$ cat config.mk
export PLATFORM = sky130hd
export DESIGN_NAME = tvhm_ram
export DESIGN_NICKNAME = d
export VERILOG_FILES = /design/src/rtl/tvhm_ram.sv
export SDC_FILE = /design/constraint.sdc
export NUM_CORES = 1
export LEC_CHECK = 0
export BUFFER_PORTS_ARGS = -buffer_cell sky130_fd_sc_hd__buf_2
export CORE_AREA = 2 2 205 207
export DETAILED_ROUTE_END_ITERATION = 12
export DIE_AREA = 0 0 207 209
export PLACE_DENSITY = 0.64
export SLEW_MARGIN = 25
export SYNTH_ARGS = -nofsm -noshare
export SYNTH_HDL_FRONTEND = slang
export SYNTH_SLANG_ARGS = --single-unit
$ cat constraint.sdc
create_clock -name clk -period 5.05 [get_ports clk]
set_input_delay 0.505 -clock clk [delete_from_list [all_inputs] [get_ports clk]]
set_output_delay 0.505 -clock clk [all_outputs]
set_load 0.02 [all_outputs]
$ cat src/rtl/tvhm_ram.sv
// generic single write port, single read port ram with registered read
// no dependencies
`default_nettype none

module tvhm_ram #(
    parameter int WIDTH = 8,
    parameter int DEPTH = 64,
    localparam int AW = $clog2(DEPTH)
) (
    input  wire logic             clk,
    input  wire logic             we,
    input  wire logic [AW-1:0]    waddr,
    input  wire logic [WIDTH-1:0] wdata,
    input  wire logic             re,
    input  wire logic [AW-1:0]    raddr,
    output logic      [WIDTH-1:0] rdata
);

    logic [WIDTH-1:0] mem [DEPTH];

    // write port
    always_ff @(posedge clk)
    begin
        if (we)
        begin
            mem[waddr] <= wdata;
        end
    end

    // registered read port
    always_ff @(posedge clk)
    begin
        if (re)
        begin
            rdata <= mem[raddr];
        end
    end

endmodule

`default_nettype wire

======== Word-level counts from Yosys, hierarchy flattened ========
Memories as Yosys holds them, arrays and structs flattened. A register that Yosys moved wholly into a read port is not among the register bits.
Cells that the tools add are included.
operators by class
  muxes and demuxes ....................... 2
operator list
  cell               count
  1-bit two-way mux  2
storage, ports and cells
  register bits after elaboration ......... 0
  RAM bits ................................ 512
  bits of input ports ..................... 23
  output and inout bits ................... 8
  logic and storage cells ................. 3
  memories ................................ 1
memories
  name  words  bits a word  rd ports  clocked after memory_dff  write ports  RTL line  source
  mem   64     8            1         1                         1            19        logic [WIDTH-1:0] mem [DEPTH];

======== Depth between registers and ports, before layout ========
Gate-level depths: netlist of run 1.
  depth in word-level cells ............... 2
  gate-level depth with buffers ........... 9
  depth with buffers taken out ............ 5

======== Worst setup path before layout of run 1 ========
OpenSTA, ideal clock, no wires.
  path type ............................... in2reg
  from .................................... input raddr[1]
  to ...................................... register rdata[3] (read register of mem) (data pin)
  setup time .............................. 266 ps
  data arrival time ....................... 2045 ps
  required time ........................... 4784 ps
  slack ................................... 2739 ps
  cell stages on the path ................. 7
  buffers on the path ..................... 3
  cells stage by stage .................... buf_4 > buf_2 > buf_2 > mux4_2 > mux4_2 > o21ai_1 > o41ai_1
RTL lines
  element          RTL line  source
  start, declared  15        input wire logic [AW-1:0] raddr,
  end, declared    16        output logic [WIDTH-1:0] rdata

==> flow_summary.ini, run 1 <==
[final_layout]
design_area_mm2 = 0.0225
final_util_pct = 54.4
final-instance-count-excl-fill = 1568
area_growth_pct = 11.0
final_net_count = 1013
diodes = 0
layout-drive-gt1-share_pct = 24.9

[synthesis]
syn-instance-count = 940
async_reset_ff_share_pct = 0
synth_top_cell_by_area = edfxtp_1
synth-edff-count = 520
synth.most_common_cell = edfxtp_1
synth_seq_area_share_pct = 77.1
mappedNetlistArea_mm2 = 0.0202
netlist.area_leader.share_pct = 77.1
synth.net_count = 963
synth-main-ff-cell = edfxtp_1
post_synth_most_frequent_cells = edfxtp_1, mux4_2, nor2_1
yosys_register_bits = 520
synth.area.top_cells = edfxtp_1, mux4_2, nor2_1, mux2i_1, mux2_2
ys_types = 39
syn_area_per_cell_um2 = 21.5
ys_warn_count = 0

[timing]
worst_clock_skew_ns = 0.0184
postLayoutSetupSlackWorst_ns = 2.11
min_period_over_period_pct = 58.1
timing_hold_violations_final = 0
fin_worst_hold_slack_ns = 0.304
max-slew-margin-rel_pct = 27.7
grt_setup_unrepaired = false
fmax_ghz = 0.341
fin_tns_setup_ns = 0
final-setup-viol-count = 0
timing_max_transition_violations_final = 0
least_margin_pin_slew_ns = 1.08
final_period_minus_worst_setup_slack_ns = 2.94

[grt]
grt_start_max_net_pins = 65
grt_use_total_pct = 20.7
grt_pass1_wl_mm = 65.3
gr_overflow_total = 0
number_of_antenna_violations_at_the_first_check_in_global_routing = 2
first_global_vias = 9618

[hold_path]
min-delay-start = re
min-delay-path-class = in2reg

[placement]
dp.cells = 1475
dp_slack_ns = 1.52
place.detailed.hpwl_mm = 25.9
dpl-instance-area_mm2 = 0.0209
gpl.final_weighted_congestion = 0.781
port_buffers = 30

[setup_path]
crit_path_start_kind = primary input
required_ns = 5.36
worst-setup-path-type = in2reg
setup.worst_path.end = rdata[7]
critPathLaunch = raddr[0]
worstRegToRegCells = 4
timing.critical_path.arrival_ns = 3.25
timing.rr.start = mem[55][7]
worstReg2RegEnd = rdata[7]
cp_max_fo = 64
rrSetupSlack_ns = 2.78
setup.worst_path.end_class = flop

[cts]
ctsResizeCount = 0
clock_tree_from_tritoncts = done
cts.sinks = 520
worst_setup_hold_path_clk_slew_ns = 0.06
cts-buffers-inserted = 52
clock_path_buffers = 3
cts-htree-levels = 2
cts_root_buffer = clkbuf_16
cts_post_setup_buffers_inserted = 0
clk_latency_ns = 0.59
holdBufCountCts = 0

[power_and_ir_drop]
power_leakage_nw = 6.94
internal-power_mw = 6.96
fraction_of_power_consumed_by_the_clock_network_pct = 40.6
total_switching_power_mw = 1.85
power_density_mw_per_mm2 = 392
p_seq_share_pct = 54.5
total_power_mw = 8.80
comb_power_share_pct = 4.9
power.share.switching_pct = 21.0
ir_drop_mv = 0.333

[route]
post_drt_wl_per_cell_um = 28.0
drtIter0Drc = 930
wirelength_mm = 43.8
drt-vias-per-instance = 6.08
vias = 9537
drt-pass1-iter-count = 6
ant_nets = 0
drc = 0

[die]
floorplan.io_pins = 31
floorplan.initialDensity_pct = 49.0
chipWidth_um = 207
die_area_mm2 = 0.0433
placement_rows = 75
die_height_um = 209
design.core.area_mm2 = 0.0413

[outcome]
run_status = completed

[flow_run]
cap_viol_max_count = 0
## kinds of logic (layout without fill, tap and decap cells)
| family | after synthesis | in the layout | share of synthesized area [%] |
|---|---|---|---|
| simple gates | 153 | 153 | 3.37 |
| mux | 162 | 162 | 15.9 |
| buf+inv | 51 | 140 | 1.56 |
| compound gates | 54 | 54 | 2.06 |
| flops | 520 | 520 | 77.1 |
## worst max-delay path: stages
cell and delay, ns:
clkbuf_8 0.61, buf_12 0.34, mux4_2 0.56, mux4_2 0.52, o21ai_0 0.48, nand2_1 0.12
## per-layer routing
layer | wire [um] | share of wire (%) | track usage [%] | up-vias
li1 | - | - | - | 4032
met1 | 18300 | 42 | 30.0 | 5040
met2 | 20700 | 47 | 31.7 | 370
met3 | 3490 | 8.0 | 4.43 | 91
met4 | 1260 | 2.9 | 6.82 | 4
met5 | 27 | 0.062 | 0 | -
## registers in the layout, indices dropped and copies added (netlist names)
| name | count |
|---|---|
| rdata | 8 |
| mem | 512 |
## layout make-up
| cell class | instances | area [um2] |
|---|---|---|
| flip-flops and latches | 520 | 15600 |
| repair buffers | 47 | 314 |
| clock buffers | 64 | 1370 |
| multi-input cells | 369 | 4320 |
| clock inverters | 29 | 183 |
| well taps | 539 | 674 |
| fillers | 3182 | 18800 |
## worst min-delay path by stage
stage / to / depth (start not counted)
finish: rdata[3] / 1
global route: rdata[3] / 1
CTS: rdata[0] / 1
detailed placement: rdata[6] / 3
global placement: rdata[6] / 3
floorplan: mem[0][0] / 0
## power groups by stage
stage / sequential [mW] / combinational [mW] / clock (mW)
2_1_floorplan: 4.89 / 0.255 / 0
3_3_place_gp: 4.89 / 0.433 / 0
3_5_place_dp: 4.89 / 0.439 / 0
4_1_cts: 4.80 / 0.440 / 3.64
5_1_grt: 4.80 / 0.465 / 3.80
6_report: 4.80 / 0.434 / 3.57
## layout by cell type (no fill, tap or decap), types with 4 or more instances in the layout
cell,count
o221ai_1,8
a211oi_1,4
nand3_1,13
nand2b_1,7
mux4_2,126
a221oi_1,6
clkbuf_16,53
mux2i_1,23
nand2_1,19
buf_4,22
clkbuf_1,11
nor2_1,83
edfxtp_1,520
nor2b_1,14
mux2_2,13
nor3_1,7
o22ai_1,8
clkinv_1,14
clkinv_2,11
buf_2,23
No activity file was read; power rests on OpenSTA's default activity.
==> inputs of run 2 (changes only) <==
PLACE_DENSITY = 0.66   (was 0.64)
clock period = 2.6 ns   (was 5.05 ns; I/O delays follow)
==> run 2 against run 1 <==
Net effect:
- worst hold slack got worse by 0.20 ns
- global-route usage grew 0.11 points
- clock-buffer cell count shrank 3
- clock power up 99%
- sequential power grew 94%
- highest routed layer unchanged
- critical path type is now reg2reg
- non-clock buffer count is 105 higher
- register-to-register slack worse by 2.4 ns
- die area is the same
==> flow_summary.ini, run 2 (synthesized netlist as in run 1, its figures left out) <==
[final_layout]
final_common_cell = edfxtp_1
final_net_count = 1115
area_growth_pct = 16.0
largest_register_ffs = 512
layout-drive-gt1-share_pct = 32.4
design_area_mm2 = 0.0235
largest_registers = mem (512), rdata (8)
regMostFlops = mem
most-common-layout-cells = edfxtp_1, mux4_2, buf_4

[cts]
holdBufCountCts = 0
clk_latency_ns = 0.58
ctsResizeCount = 0
cts.sinks = 520
cts-buffers-inserted = 49
cts-htree-levels = 2
clock_path_buffers = 3
cts_post_setup_buffers_inserted = 0
worst_setup_hold_path_clk_slew_ns = 0.06
clock_tree_from_tritoncts = done
cts_root_buffer = clkbuf_16

[setup_path]
cp_max_fo = 1
required_ns = 2.90
worst-setup-path-type = reg2reg
timing.critical_path.arrival_ns = 2.47
setup.worst_path.end_class = flop
crit_path_start_kind = flop

[grt]
first_global_vias = 9974
grt_start_max_net_pins = 65
number_of_antenna_violations_at_the_first_check_in_global_routing = 4
gr_overflow_total = 0
grt_pass1_wl_mm = 65.8
grt_use_total_pct = 20.8

[timing]
grt_setup_unrepaired = false
postLayoutSetupSlackWorst_ns = 0.430
worst_clock_skew_ns = 0.0227
final-setup-viol-count = 0
min_period_over_period_pct = 83.5
max-slew-margin-rel_pct = 46.7
least_margin_pin_slew_ns = 0.799
timing_max_transition_violations_final = 0
fmax_ghz = 0.461
final_period_minus_worst_setup_slack_ns = 2.17
timing_hold_violations_final = 0

[placement]
dp_slack_ns = 0.00880
place.detailed.hpwl_mm = 28.4
dpl-instance-area_mm2 = 0.0219
port_buffers = 30
gpl.final_weighted_congestion = 0.828

[route]
wirelength_mm = 44.2
vias = 9894
post_drt_wl_per_cell_um = 26.4
drt-pass1-iter-count = 5
drc = 0
drt-vias-per-instance = 5.92
ant_nets = 0
drtIter0Drc = 1352

[die]
floorplan.initialDensity_pct = 49.0
chipWidth_um = 207
die_area_mm2 = 0.0433
placement_rows = 75
floorplan.io_pins = 31
die_height_um = 209
design.core.area_mm2 = 0.0413

[power_and_ir_drop]
power_leakage_nw = 7.58
ir_drop_mv = 0.495
power_density_mw_per_mm2 = 738

[hold_path]
min-delay-path-class = in2reg

[outcome]
run_status = completed

[flow_run]
cap_viol_max_count = 0
## run 2: cell types whose count changed in the layout (fill, tap and decap cells not counted), sizes merged, moves of 2 or more
cell,change
buf,+105
bufinv,+3
clkbuf,-3
clkinv,-3
inv,+2
## run 2: cell type report
cell class	count	area, um2
fill	3009	17800
antenna	1	2.50
timing repair buffer	152	1280
clock inverter	30	284
clock buffer	61	1310
tap	539	674
sequential	520	15600
multi-input combinational	369	4320
## run 2: final timing paths
path	start	end	slack, ns	cells after the start
setup / recovery	mem[21][6]	rdata[6]	0.43	5
hold / removal	re	rdata[5]	0.11	1
setup reg to reg	mem[21][6]	rdata[6]	0.43	5
hold reg to reg	mem[26][4]	rdata[4]	0.95	3
## run 2: power by group
part | switching (mW) | internal (mW)
combinational | 0.543 | 0.385
sequential | 0.0209 | 9.29
clock | 3.00 | 4.09
total | 3.56 | 13.8
## run 2: metal layers
layer / routed length (um) / track usage [%]
met4: 988 / 5.94
met2: 21500 / 33.1
met1: 18300 / 29.6
met5: 39 / 0
met3: 3420 / 4.24
## run 2: per-stage QoR
stage / setup TNS, ns / hold WS (ns) / total power [mW] / util, % / instances
after floorplan: 0 / 0.359 / 10.0 / - / 940
after global placement: -0.00538 / 0.674 / 10.4 / 53.0 / 1580
after detailed placement: 0 / 0.687 / 10.4 / 53.0 / 1580
after CTS: 0 / 0.0878 / 17.5 / 56.9 / 1671
after global routing: 0 / 0.0929 / 17.8 / 56.9 / 1672
final: 0 / 0.108 / 17.3 / 56.9 / 1672
## run 2: worst max-delay path: stages (launching register included)
cell      delay, ns
edfxtp_1       0.37
mux4_2         0.47
mux2_2         0.27
o221a_2        0.28
nor3_1         0.37
o32ai_1        0.14
==> inputs of run 3 (changes only) <==
ABC_AREA = 1   (was default)
CORE_AREA = 2 2 210 212   (was 2 2 205 207)
DIE_AREA = 0 0 212 214   (was 0 0 207 209)
PLACE_DENSITY = 0.67   (was 0.66)
clock period = 1.79 ns   (was 2.6 ns; I/O delays follow)
==> run 3 against run 2 <==
Net effect:
- clock-buffer cell count increased by 6
- first-iteration DRC count increased by 14%
- worst setup slack got worse by 0.19 ns
- critical path type unchanged
==> flow_summary.ini, run 3 <==
[outcome]
run_status = completed

[power_and_ir_drop]
internal-power_mw = 20.4
power_leakage_nw = 8.96
p_seq_share_pct = 51.6
comb_power_share_pct = 6.4
total_switching_power_mw = 5.78
ir_drop_mv = 0.742
fraction_of_power_consumed_by_the_clock_network_pct = 42.0
power_density_mw_per_mm2 = 1070
power.share.switching_pct = 22.0

[route]
ant_nets = 0
drc = 0
drt-vias-per-instance = 5.59
drt-pass1-iter-count = 6
drtIter0Drc = 1546
wirelength_mm = 53.5
post_drt_wl_per_cell_um = 21.1
vias = 14200

[timing]
postLayoutSetupSlackWorst_ns = 0.239
worst_clock_skew_ns = 0.0288
final-setup-viol-count = 0
final_period_minus_worst_setup_slack_ns = 1.55
least_margin_pin_slew_ns = 0.826
timing_max_transition_violations_final = 0
timing_hold_violations_final = 0
fmax_ghz = 0.645
grt_setup_unrepaired = false
min_period_over_period_pct = 86.7
max-slew-margin-rel_pct = 44.9

[cts]
worst_setup_hold_path_clk_slew_ns = 0.06
clock_path_buffers = 3
clk_latency_ns = 0.61
clock_tree_from_tritoncts = done
cts_root_buffer = clkbuf_16
cts_post_setup_buffers_inserted = 0
cts-buffers-inserted = 53
cts.sinks = 520
cts-htree-levels = 2

[synthesis]
async_reset_ff_share_pct = 0
post_synth_most_frequent_cells = nand2_1, edfxtp_1, nand3_1
mappedNetlistArea_mm2 = 0.0214
synth.most_common_cell = nand2_1
yosys_register_bits = 520
ys_warn_count = 0
synth.area.top_cells = edfxtp_1, nand2_1, nand3_1, buf_6, nor2_1
netlist.area_leader.share_pct = 72.9
synth_seq_area_share_pct = 72.9
synth_top_cell_by_area = edfxtp_1
syn-instance-count = 1805
synth.net_count = 1828
syn_area_per_cell_um2 = 11.9
synth-edff-count = 520
synth-main-ff-cell = edfxtp_1
ys_types = 15

[grt]
grt_use_total_pct = 24.1
first_global_vias = 14100
number_of_antenna_violations_at_the_first_check_in_global_routing = 5
grt_pass1_wl_mm = 83.1
grt_start_max_net_pins = 130
gr_overflow_total = 0

[setup_path]
rrSetupSlack_ns = 0.24
cp_max_fo = 1
worstRegToRegCells = 8
worstReg2RegEnd = rdata[7]
timing.critical_path.arrival_ns = 1.90
worst-setup-path-type = reg2reg
crit_path_start_kind = flop
setup.worst_path.end_class = flop
timing.rr.start = mem[5][7]
required_ns = 2.14

[placement]
place.detailed.hpwl_mm = 31.5
gpl.final_weighted_congestion = 0.853
dp_slack_ns = -0.0852
port_buffers = 30
dp.cells = 2431

[final_layout]
fill_cells = 3547
multiInputGateArea_mm2 = 0.00495
area.sequential_mm2 = 0.0156
final-instance-count-excl-fill = 2534
largest_register_ffs = 512
final_util_pct = 56.9
most-common-layout-cells = nand2_1, edfxtp_1, nand3_1
area_growth_pct = 14.0
largest_registers = mem (512), rdata (8)
final_net_count = 1925
final_common_cell = nand2_1
layout-drive-gt1-share_pct = 12.0
regMostFlops = mem

[die]
floorplan.io_pins = 31
chipWidth_um = 212
die_height_um = 214
die_area_mm2 = 0.0454
placement_rows = 76
floorplan.initialDensity_pct = 49.9
design.core.area_mm2 = 0.0429

[flow_run]
cap_viol_max_count = 0

[hold_path]
min_to = mem[6][0]
min-delay-path-class = in2reg
worstHoldPathCells = 2
min-delay-start = wdata[0]
run 3: timing repair:
item,in CTS,in global routing
endpoints found under the hold margin,8,0
resized for setup,0,0
hold buffers,1,0
run 3: worst max-delay path, cell delays in order (launching register included):
cell      delay, ns
edfxtp_1       0.37
nand2_1        0.08
nand3_1        0.10
nand3_1        0.14
nand2_1        0.13
nand2_1        0.08
nand3_1        0.10
nand3_1        0.23
nand2_1        0.07
run 3: power by group through the flow:
stage / Combinational (mW) / Sequential, mW / Clock (mW)
6_report: 1.68 / 13.5 / 11.0
5_1_grt: 1.84 / 13.5 / 11.6
4_1_cts: 1.67 / 13.5 / 11.2
3_5_place_dp: 1.66 / 13.8 / 0
3_3_place_gp: 1.64 / 13.8 / 0
2_1_floorplan: 0.947 / 13.8 / 0
run 3: worst max path at each step:
stage / startpoint / to / slack (ns) / cells after the start
after floorplan: we / mem[48][0] / -0.16 / 3
after global placement: raddr[0] / rdata[2] / -0.04 / 10
after detailed placement: raddr[0] / rdata[2] / -0.09 / 10
after CTS: mem[5][7] / rdata[7] / 0.24 / 8
after global routing: mem[7][4] / rdata[4] / 0.18 / 8
final: mem[5][7] / rdata[7] / 0.24 / 8
run 3: cells by family after synthesis:
family                 synth area share, %
buffers and inverters                 4.01
DFF                                   72.9
and+or+nand+nor                       23.1
run 3: routing by layer:
layer / up-vias / wire, um / GRT usage [%]
met5: - / 32 / 0
met1: 6903 / 22200 / 33.9
met2: 592 / 24900 / 37.7
li1: 6562 / - / -
met3: 104 / 5000 / 5.18
met4: 6 / 1380 / 8.05
run 3: through the flow:
step | TNS [ns] | hold WS, ns | instance area (um2) | total power [mW]
finish | 0 | 0.107 | 24400 | 26.2
CTS | 0 | 0.0873 | 24400 | 26.4
global route | 0 | 0.106 | 24400 | 27.0
detailed placement | -0.326 | 0.612 | 22700 | 15.4
global placement | -0.159 | 0.602 | 22700 | 15.4
floorplan | -9.93 | 0.278 | 21400 | 14.8
run 3: layout make-up:
type	count	share of cell area [%]
clock buffer	67	5.82
clock inverter	32	1.26
timing repair buffer	155	5.48
sequential	520	63.9
tap	585	3.00
inverter	12	0.215
multi-input combinational	1160	20.3
antenna	3	0.0307
